### config.mk
export PLATFORM = sky130hd
export DESIGN_NAME = linear_interp_weights_top
export DESIGN_NICKNAME = d
export VERILOG_FILES = /design/src/sv/lerp_pkg.sv /design/src/sv/lerp_mem.sv /design/src/sv/lerp_div.sv /design/src/sv/linear_interp_weights_top.sv
export SDC_FILE = /design/constraint.sdc
export NUM_CORES = 1
export LEC_CHECK = 0
export BUFFER_PORTS_ARGS = -buffer_cell sky130_fd_sc_hd__buf_4
export CORE_MARGIN = 4
export CORE_UTILIZATION = 35
export CTS_CLUSTER_DIAMETER = 60
export CTS_CLUSTER_SIZE = 24
export DETAILED_ROUTE_END_ITERATION = 7
export PLACE_DENSITY = 0.54
export RECOVER_POWER = 25
export SLEW_MARGIN = 20
export SYNTH_ARGS = -nofsm -noshare
export SYNTH_HDL_FRONTEND = slang
export SYNTH_SLANG_ARGS = --single-unit
### constraint.sdc
create_clock -name clk -period 12.1 [get_ports clk]
set_input_delay 0.605 -clock clk [delete_from_list [all_inputs] [get_ports clk]]
set_output_delay 0.605 -clock clk [all_outputs]
set_load 0.01 [all_outputs]
### src/sv/lerp_pkg.sv
`timescale 1ns / 1ps
// Shared types and constants for the linear interpolation weight block.
// No dependencies.
package lerp_pkg;
  localparam int MAX_POINTS = 16;
  localparam int IDX_W      = $clog2(MAX_POINTS);
  localparam int CNT_W      = IDX_W + 1;
  localparam int VAL_W      = 32;
  localparam int FRAC_W     = 16;
  // |num| fits 33 bits; dividend = 2*|num|*2^16 + |den|, divisor = 2*|den|
  localparam int MAG_W      = VAL_W + 1;
  localparam int DIVIDEND_W = MAG_W + FRAC_W + 2;
  localparam int DIVISOR_W  = MAG_W + 1;
  localparam int STEP_W     = $clog2(DIVIDEND_W + 1);

  localparam logic [1:0] ST_OK    = 2'd0;
  localparam logic [1:0] ST_SAT   = 2'd1;
  localparam logic [1:0] ST_EQUAL = 2'd2;

  localparam logic OP_WRITE = 1'b0;
  localparam logic OP_QUERY = 1'b1;

  typedef logic [IDX_W-1:0] idx_t;
  typedef logic signed [VAL_W-1:0] val_t;
endpackage

### src/sv/lerp_mem.sv
`timescale 1ns / 1ps
// Breakpoint table: one write port, one read port with registered data.
// Depends on lerp_pkg.
module lerp_mem (
  input  logic           clk,
  input  logic           wr_en,
  input  lerp_pkg::idx_t wr_addr,
  input  lerp_pkg::val_t wr_data,
  input  lerp_pkg::idx_t rd_addr,
  output lerp_pkg::val_t rd_data
);
  lerp_pkg::val_t mem [lerp_pkg::MAX_POINTS];

  always_ff @(posedge clk) begin
    if (wr_en) begin
      mem[wr_addr] <= wr_data;
    end
    rd_data <= mem[rd_addr];
  end
endmodule

### src/sv/lerp_div.sv
`timescale 1ns / 1ps
// Restoring unsigned divider, one quotient bit per cycle.
// Depends on lerp_pkg.
module lerp_div (
  input  logic                                clk,
  input  logic                                rst,
  input  logic                                start,
  input  logic [lerp_pkg::DIVIDEND_W-1:0]     dividend,
  input  logic [lerp_pkg::DIVISOR_W-1:0]      divisor,
  output logic                                done,
  output logic [lerp_pkg::DIVIDEND_W-1:0]     quotient
);
  logic [lerp_pkg::DIVISOR_W:0]   rem;
  logic [lerp_pkg::DIVISOR_W-1:0] dvs;
  logic [lerp_pkg::STEP_W-1:0]    steps;
  logic                           busy;
  logic [lerp_pkg::DIVISOR_W:0]   rem_sh;
  logic                           fits;

  assign rem_sh = {rem[lerp_pkg::DIVISOR_W-1:0], quotient[lerp_pkg::DIVIDEND_W-1]};
  assign fits   = rem_sh >= {1'b0, dvs};

  always_ff @(posedge clk) begin
    if (rst) begin
      busy <= 1'b0;
      done <= 1'b0;
    end else begin
      done <= 1'b0;
      if (start) begin
        busy <= 1'b1;
        steps <= lerp_pkg::STEP_W'(lerp_pkg::DIVIDEND_W);
      end else if (busy) begin
        steps <= steps - 1'b1;
        if (steps == lerp_pkg::STEP_W'(1)) begin
          busy <= 1'b0;
          done <= 1'b1;
        end
      end
    end
  end

  always_ff @(posedge clk) begin
    if (start) begin
      rem      <= '0;
      dvs      <= divisor;
      quotient <= dividend;
    end else if (busy) begin
      rem      <= fits ? rem_sh - {1'b0, dvs} : rem_sh;
      quotient <= {quotient[lerp_pkg::DIVIDEND_W-2:0], fits};
    end
  end
endmodule

### src/sv/linear_interp_weights_top.sv
`timescale 1ns / 1ps
// Interpolation weights over a breakpoint table; uses lerp_pkg, lerp_mem, lerp_div.
// Query: a scan over the table port (one read per point in use), reads of the bracketing
// pair, the divider's 51 quotient bits plus done (skipped on equal breakpoints), then the
// output register; one query at a time; input stalls while a query runs or its result
// waits.
// Synchronous active-high reset clears control state and sets point_count to 2.
module linear_interp_weights_top (
  input  logic        clk,
  input  logic        rst,
  input  logic        s_tvalid,
  output logic        s_tready,
  input  logic [71:0] s_tdata,  // table_index[3:0], breakpoint_value[35:4], sample_x[67:36]
  input  logic        s_tuser,  // op
  output logic        m_tvalid,
  input  logic        m_tready,
  output logic [79:0] m_tdata,  // lower_index, upper_index, lower_weight, upper_weight, status
  input  logic        psel,
  input  logic        penable,
  input  logic        pwrite,
  input  logic [2:0]  paddr,
  input  logic [31:0] pwdata,
  output logic [31:0] prdata,
  output logic        pready
);
  localparam logic [2:0] S_IDLE = 3'd0, S_SCAN = 3'd1, S_RDLO = 3'd2,
                         S_RDHI = 3'd3, S_DIV = 3'd4, S_FIN = 3'd5;
  localparam int NUM_W = lerp_pkg::MAG_W;
  localparam int RAT_W = lerp_pkg::DIVIDEND_W + 2;

  logic [2:0] state;
  logic [4:0] point_count;
  lerp_pkg::val_t x;
  lerp_pkg::val_t p0;
  lerp_pkg::idx_t ridx, nlast, lo, hi;
  logic [lerp_pkg::CNT_W-1:0] cnt, cnt_fin;
  logic neg, equal;
  lerp_pkg::idx_t rd_addr;
  lerp_pkg::val_t rd_data;
  logic wr_en;
  logic div_start, div_done;
  logic [lerp_pkg::DIVIDEND_W-1:0] dividend, quotient;
  logic [lerp_pkg::DIVISOR_W-1:0] divisor;
  logic signed [NUM_W-1:0] num, den;
  logic [NUM_W-1:0] an, ad;
  logic [lerp_pkg::CNT_W-1:0] n_clamp;
  lerp_pkg::idx_t hi_calc;
  logic signed [RAT_W-1:0] ratio, lwf;
  logic [31:0] uw, lw;
  logic [1:0] status;
  logic sat_u, sat_l;
  logic s_acc;
  logic out_load;

  assign pready = 1'b1;
  assign prdata = paddr[2] ? 32'd0 : {27'd0, point_count};
  assign s_tready = (state == S_IDLE);
  assign s_acc = s_tvalid && s_tready;
  assign wr_en = s_acc && (s_tuser == lerp_pkg::OP_WRITE);
  assign out_load = (state == S_FIN) && (!m_tvalid || m_tready);

  always_comb begin
    if (point_count < 5'd2) n_clamp = 5'd2;
    else if (point_count > 5'(lerp_pkg::MAX_POINTS)) n_clamp = 5'(lerp_pkg::MAX_POINTS);
    else n_clamp = point_count;
  end

  assign cnt_fin = cnt + {4'd0, (rd_data < x)};
  always_comb begin
    if (cnt_fin < 5'd1) hi_calc = 4'd1;
    else if (cnt_fin > {1'b0, nlast}) hi_calc = nlast;
    else hi_calc = cnt_fin[lerp_pkg::IDX_W-1:0];
  end

  always_comb begin
    case (state)
      S_IDLE:  rd_addr = '0;
      S_SCAN:  rd_addr = (ridx == nlast) ? hi_calc - 1'b1 : ridx + 1'b1;
      S_RDLO:  rd_addr = hi;
      default: rd_addr = hi;
    endcase
  end

  assign num = {x[31], x} - {p0[31], p0};
  assign den = {rd_data[31], rd_data} - {p0[31], p0};
  assign an = num[NUM_W-1] ? NUM_W'(-num) : NUM_W'(num);
  assign ad = den[NUM_W-1] ? NUM_W'(-den) : NUM_W'(den);
  assign dividend = {1'b0, an, 17'd0} + {18'd0, ad};
  assign divisor = {ad, 1'b0};
  assign div_start = (state == S_RDHI) && (den != '0);

  assign ratio = neg ? -$signed({2'b00, quotient}) : $signed({2'b00, quotient});
  assign lwf = RAT_W'(65536) - ratio;
  always_comb begin
    sat_u = 1'b0;
    sat_l = 1'b0;
    if (ratio > RAT_W'(64'sh7FFFFFFF)) begin
      uw = 32'h7FFFFFFF; sat_u = 1'b1;
    end else if (ratio < -RAT_W'(64'sh80000000)) begin
      uw = 32'h80000000; sat_u = 1'b1;
    end else uw = ratio[31:0];
    if (lwf > RAT_W'(64'sh7FFFFFFF)) begin
      lw = 32'h7FFFFFFF; sat_l = 1'b1;
    end else if (lwf < -RAT_W'(64'sh80000000)) begin
      lw = 32'h80000000; sat_l = 1'b1;
    end else lw = lwf[31:0];
    if (equal) status = lerp_pkg::ST_EQUAL;
    else if (sat_u || sat_l) status = lerp_pkg::ST_SAT;
    else status = lerp_pkg::ST_OK;
  end

  lerp_mem u_mem (
    .clk(clk), .wr_en(wr_en), .wr_addr(s_tdata[3:0]), .wr_data(s_tdata[35:4]),
    .rd_addr(rd_addr), .rd_data(rd_data)
  );

  lerp_div u_div (
    .clk(clk), .rst(rst), .start(div_start), .dividend(dividend), .divisor(divisor),
    .done(div_done), .quotient(quotient)
  );

  always_ff @(posedge clk) begin
    if (rst) begin
      point_count <= 5'd2;
    end else if (psel && penable && pwrite && pready && !paddr[2]) begin
      point_count <= pwdata[4:0];
    end
  end

  always_ff @(posedge clk) begin
    if (rst) begin
      state <= S_IDLE;
      m_tvalid <= 1'b0;
    end else begin
      if (out_load) m_tvalid <= 1'b1;
      else if (m_tready) m_tvalid <= 1'b0;
      case (state)
        S_IDLE: begin
          if (s_acc && s_tuser == lerp_pkg::OP_QUERY) begin
            x <= s_tdata[67:36];
            nlast <= lerp_pkg::IDX_W'(n_clamp - 1'b1);
            ridx <= '0;
            cnt <= '0;
            state <= S_SCAN;
          end
        end
        S_SCAN: begin
          cnt <= cnt_fin;
          ridx <= ridx + 1'b1;
          if (ridx == nlast) begin
            hi <= hi_calc;
            lo <= hi_calc - 1'b1;
            state <= S_RDLO;
          end
        end
        S_RDLO: begin
          p0 <= rd_data;
          state <= S_RDHI;
        end
        S_RDHI: begin
          neg <= num[NUM_W-1] != den[NUM_W-1];
          equal <= (den == '0);
          state <= (den == '0) ? S_FIN : S_DIV;
        end
        S_DIV: begin
          if (div_done) state <= S_FIN;
        end
        S_FIN: begin
          if (out_load) begin
            m_tdata <= {6'd0, status, equal ? 32'd0 : uw, equal ? 32'd0 : lw, hi, lo};
            state <= S_IDLE;
          end
        end
        default: state <= S_IDLE;
      endcase
    end
  end
endmodule

---- Word level (Yosys, flattened, before mapping) ----
Memory sizes are Yosys's and may differ from the RTL's. A register that Yosys moved wholly into a read port is not among the register bits.
Cells that the tools add are included.
storage, ports and cells
  memories kept ........................... 1
  bits in writable memories ............... 512
  register bits after elaboration ......... 296
  input port bits ......................... 115
operators by class
  $lt $le $gt $ge ......................... 10
  $add $sub $neg .......................... 13
  eq/ne operators ......................... 12
  bitwise gates (word level) .............. 3
  mux-type cells .......................... 41
  reduce and logical (&&, ||, !) cells .... 29
memory list
  name       depth  bits a word  read ports  clocked after memory_dff  wr ports  line            RTL
  u_mem.mem  16     32           1           1                         1         lerp_mem.sv:12  lerp_pkg::val_t mem [lerp_pkg::MAX_POINTS];
operators by type and width
  cell                                                             count
  greater-than comparator 53 x 32 -> 1 bit, second input constant  2
  less-than comparator 53 x 32 -> 1 bit, second input constant     2
  2-to-1 mux 51 bit                                                2
  2-to-1 mux 33 bit                                                2
  negation 33 bit                                                  2
  subtractor 32 x 32 -> 33 bit                                     2
  2-to-1 mux 32 bit                                                2
  2-to-1 mux 31 bit                                                2
  2-to-1 mux 53 bit                                                1
  negation 51 -> 53 bit                                            1
  subtractor 18 x 53 -> 53 bit, first input constant               1
  adder 50 x 33 -> 51 bit                                          1
  greater-or-equal comparator 35 x 34 -> 1 bit                     1
  2-to-1 mux 34 bit                                                1
  subtractor 34 bit                                                1
  zero test 33 bit                                                 1
  nonzero test 33 bit                                              1
  less-than comparator 32 bit                                      1
  2-to-1 mux 4 bit                                                 6
  one-hot mux 3 bit (6 select lines)                               1
  one-hot mux 4 bit (2 select lines)                               2
  2-to-1 mux 1 bit                                                 14
  2-to-1 mux 3 bit                                                 4
  AND reduction 3 bit                                              4
  29 further kinds                                                 51

---- Longest topological paths before layout ----
  depth after elaboration ................. 8
  depth in mapped cells ................... 36
  depth with buffers taken out ............ 34

---- Modules after synthesis ----
From an unflattened synthesis, not the netlist that was laid out.
second synthesis, totals
  cells, all modules ...................... 3521
  area, all modules ....................... 44590.3 um2
modules (own cells, without submodules)
  module                     instances  area each (um2)  cells each  seq. area each (um2)
  lerp_mem                   1          19835.3          838         16015.4
  linear_interp_weights_top  1          17732.0          2070        5014.8
  lerp_div                   1          7023.0           613         3453.3

---- Worst setup path before layout ----
Ideal clock, no wire load.
  path type ............................... input-to-reg
  start point ............................. input rst
  end point ............................... register m_tdata[0], enable pin
  arrival time ............................ 6.429 ns
  path buffers ............................ 2
  setup time .............................. 0.612 ns
  stages .................................. 3
  setup slack ............................. 5.059 ns
  cell sequence ........................... clkbuf_1 > clkbuf_1 > nor3b_1
on the way
  cells in the longest elaborated chain, start to end .. 2
RTL lines
  element                        line                              RTL
  start, declared                linear_interp_weights_top.sv:10   input logic rst,
  inverter 1 bit (no line)       --
  AND reduction 3 bit (no line)  --
  end signal, assigned           linear_interp_weights_top.sv:170  m_tdata <= {6'd0, status, equal ? 32'd0 : uw, equal ? 32'd0 : lw, hi, lo};
  end, declared                  linear_interp_weights_top.sv:17   output logic [79:0] m_tdata,
No other way between the ends.
A chain may end at the register's enable or synchronous reset.

---- Worst setup path in the final report ----
  start point ............................. register x[1]
  end point ............................... register u_mem.rd_data[2] (read register of u_mem.mem)
on the way
  cells in the longest elaborated chain, start to end .. 8
RTL lines
  element                                 line                              RTL
  start, declared                         linear_interp_weights_top.sv:33   lerp_pkg::val_t x;
  start signal, assigned                  linear_interp_weights_top.sv:140  x <= s_tdata[67:36];
  less-than comparator 32 bit *           linear_interp_weights_top.sv:68   assign cnt_fin = cnt + {4'd0, (rd_data < x)};
  adder 5 x 1 -> 5 bit *                  linear_interp_weights_top.sv:68
  net cnt_fin, one bit                    linear_interp_weights_top.sv:36   logic [lerp_pkg::CNT_W-1:0] cnt, cnt_fin;
  greater-than comparator 5 x 4 -> 1 bit  linear_interp_weights_top.sv:71   else if (cnt_fin > {1'b0, nlast}) hi_calc = nlast;
  2-to-1 mux 4 bit                        linear_interp_weights_top.sv:71
  2-to-1 mux 4 bit *                      linear_interp_weights_top.sv:70   if (cnt_fin < 5'd1) hi_calc = 4'd1;
  net hi_calc[0]                          linear_interp_weights_top.sv:47   lerp_pkg::idx_t hi_calc;
  subtractor 4 x 1 -> 4 bit *             linear_interp_weights_top.sv:78   S_SCAN: rd_addr = (ridx == nlast) ? hi_calc - 1'b1 : ridx + 1'b1;
  2-to-1 mux 4 bit *                      linear_interp_weights_top.sv:78
  one-hot mux 4 bit (2 select lines) *    linear_interp_weights_top.sv:76   case (state)
  end, declared                           lerp_mem.sv:10                    output lerp_pkg::val_t rd_data
The timed path passes the listed nets; every way through them passes the cells marked *.

==> flow_summary.json <==
{
  "status": "completed",
  "synth_edf_count": 763,
  "cts-resized-gates": 0,
  "slowest_delay_ns": 0.65,
  "skew_ns": 0.0561,
  "finalSetupTns_ns": 0,
  "gp_congestion": 0.867,
  "area_growth_pct": 12.7,
  "cts_buffers": 82,
  "ys.flop_type": "edfxtp_1",
  "dieWidth_um": 369,
  "final.setup.worst_slack_ns": 3.78,
  "nFillCells": 12490,
  "grt_pass1_vias": 30061,
  "post-synth-top-count-cell": "edfxtp_1",
  "synth_seq_cells": 840,
  "grt_overflow": 0,
  "min_path_cells": 1,
  "yosysWarnings": 0,
  "ir_drop_mv": 0.127,
  "clock_latency_ns": 0.71,
  "cp_max_fo": 127,
  "grt_max_degree": 153,
  "leakage_nw": 17.7,
  "synth.distinct_cells": 101,
  "cp-startpoint": "x[1]",
  "ctsHoldBuffers": 0,
  "finalCritPeriodShare_pct": 68.8,
  "multi_input_area_um2": 19800,
  "fin_crit_ns": 8.32,
  "timing_max_transition_violations_final": 0,
  "tightest_slew_ns": 1.07,
  "place_worst_setup_slack_ns": 3.57,
  "hold_viol": 0,
  "drive_gt1_share_pct": 13.6,
  "syn_area_um2": 45700,
  "cts_setup_buffers": 0,
  "hp-start": "s_tdata[40]",
  "synthTopCellsByArea": "edfxtp_1 (50%), ha_1 (4.4%), mux2_2 (4.1%)",
  "holdPathEnd": "x[4]",
  "wl_per_cell_um": 20.2,
  "rows": 132,
  "cp_slowest_cell": "o31ai_1",
  "die_y_um": 369,
  "drtIter0Drc": 2148,
  "final_nets": 4340,
  "seq_area_frac_synth_pct": 53.5,
  "start_kind": "flop",
  "cts_tree": "done",
  "p_per_area_nw_per_um2": 161,
  "clk_pin_slew_worst_paths_ns": 0.07,
  "synth.top_cell.area_share_pct": 50.1,
  "drcViolationCount": 0,
  "clockBufferDepth": 3,
  "critPathRequiredTime_ns": 12.61,
  "end_kind": "flop",
  "timing.critical_path.buf_inv": 3,
  "path_class": "flop to flop",
  "dieArea_um2": 136000,
  "regArea_um2": 24500,
  "ios": 230,
  "yosys.area.top_type": "edfxtp_1",
  "path_delay_family": "compound AO/OA/AOI/OAI gates",
  "r2r_end": "u_mem.rd_data[2]",
  "ant_nets": 0,
  "dr.pass1.iters": 5,
  "r2r_setup_slack_ns": 3.78,
  "async_reset_ff_share_pct": 0,
  "htreeDepth": 3,
  "cp_data_arrival_time_ns": 8.83,
  "r2r-start": "x[1]",
  "root_buffer": "clkbuf_16",
  "antenna_found_initial": 11,
  "initial_utilization_pct": 35.2,
  "maxCapViolCount": 0,
  "grt_pass1_wl_mm": 182,
  "port_buffers": 162,
  "max_slew_margin_pct": 28.1,
  "reg2reg_depth": 34,
  "synthCells": 3970,
  "hpwlAfterDp_mm": 79.9,
  "grt_use_total_pct": 17.0,
  "routed_wl_mm": 118,
  "synthTopCellsByCount": "edfxtp_1 (763), nor2_1 (313), nand2_1 (239)",
  "hp-class": "input pin to flop",
  "rsz0062_at_grt": "no",
  "core_um2": 130000,
  "setup_viol": 0,
  "max_freq_ghz": 0.120,
  "vias": 31166,
  "final_util_pct": 39.7,
  "cts.sinks": 840,
  "viasPerCell": 5.30,
  "avgSynthCellArea_um2": 11.5
}
-- power breakdown --
group	switching (mW)	leakage, nW	internal [mW]	total [mW]
combinational	1.24	8.73	0.813	2.05
clock	1.26	1.46	1.56	2.82
sequential	0.113	7.52	3.30	3.42
total	2.61	17.7	5.68	8.29
-- through the flow --
step | cell area [um2] | total power [mW] | instances | hold WS (ns)
2_1_floorplan | 45800 | 4.94 | 4002 | 0.400
3_3_place_gp | 48700 | 5.55 | 5719 | 0.413
3_5_place_dp | 48700 | 5.56 | 5719 | 0.407
4_1_cts | 51700 | 8.41 | 5873 | 0.0192
5_1_grt | 51500 | 8.75 | 5873 | 0.0755
6_report | 51500 | 8.29 | 5876 | 0.118
-- kinds of logic (layout without fill, tap and decap cells) --
kind of cell | after synthesis | in the layout | synth area share, %
mux | 330 | 330 | 7.69
compound gates | 896 | 896 | 13.5
other cells | 2 | 37 | 0.0164
buf+inv | 402 | 531 | 3.78
simple gates | 1058 | 1058 | 11.5
fa+ha+maj | 164 | 164 | 4.56
flops | 840 | 840 | 53.5
xor+xnor | 278 | 278 | 5.36
-- flip-flops by register name, summed over array words and instances, names as in the netlist, 3 cells and up --
register,flops
u_mem.mem,512
m_tdata,74
u_div.quotient,51
u_div.rem,34
u_div.dvs,33
p0,32
u_mem.rd_data,32
x,32
u_div.steps,6
cnt,5
point_count,5
hi,4
lo,4
nlast,4
ridx,4
state,3
-- routing by layer --
metal	vias to the layer above	global-route usage, %	part of all wire (%)
met1	15348	23.8	47
met2	572	28.3	47
met5	-	0	0.035
li1	15105	-	-
met4	6	3.48	1.6
met3	135	2.49	4.2
-- cells in the final DEF (no fill, tap or decap), drive strengths merged, types with 19 or more instances in the layout --
cell type / Yosys / routed
dfxtp: 77 / 77
a211oi: 130 / 130
o31ai: 41 / 41
nor4: 56 / 56
a31oi: 64 / 64
o21ai: 127 / 127
nand2: 239 / 239
ha: 160 / 160
nand2b: 54 / 54
or2: 19 / 19
o211ai: 59 / 59
a21o: 48 / 48
inv: 172 / 199
mux2: 167 / 167
mux2i: 163 / 163
nor2b: 35 / 35
or4: 23 / 23
and2: 19 / 19
or3: 36 / 36
xor2: 111 / 111
nand3: 66 / 66
nor3: 84 / 84
a211o: 43 / 43
edfxtp: 763 / 763
nor2: 314 / 314
a21oi: 209 / 209
o21bai: 21 / 21
xnor2: 167 / 167
nand4: 39 / 39
o21a: 25 / 25
clkinv: 1 / 25
and3: 22 / 22
clkbuf: 153 / 150
buf: 76 / 142
conb: 2 / 34
-- how the worst max path moves through the flow --
stage	cells after the start	slack (ns)	to
final	34	3.78	u_mem.rd_data[2]
after global routing	35	3.08	u_mem.rd_data[20]
after CTS	35	3.53	u_mem.rd_data[20]
after detailed placement	33	3.57	u_mem.rd_data[20]
after global placement	35	3.51	u_mem.rd_data[20]
after floorplan	3	5.06	m_tdata[0]
-- final cells by class --
type | count | share of cell area [%]
sequential | 840 | 47.5
multi-input combinational | 2760 | 38.5
tap | 1742 | 4.23
clock buffer | 88 | 4.13
timing repair buffer | 204 | 2.65
clock inverter | 66 | 1.75
inverter | 173 | 1.27
antenna | 3 | 0.0146
Power figures use the tool's default switching activity.
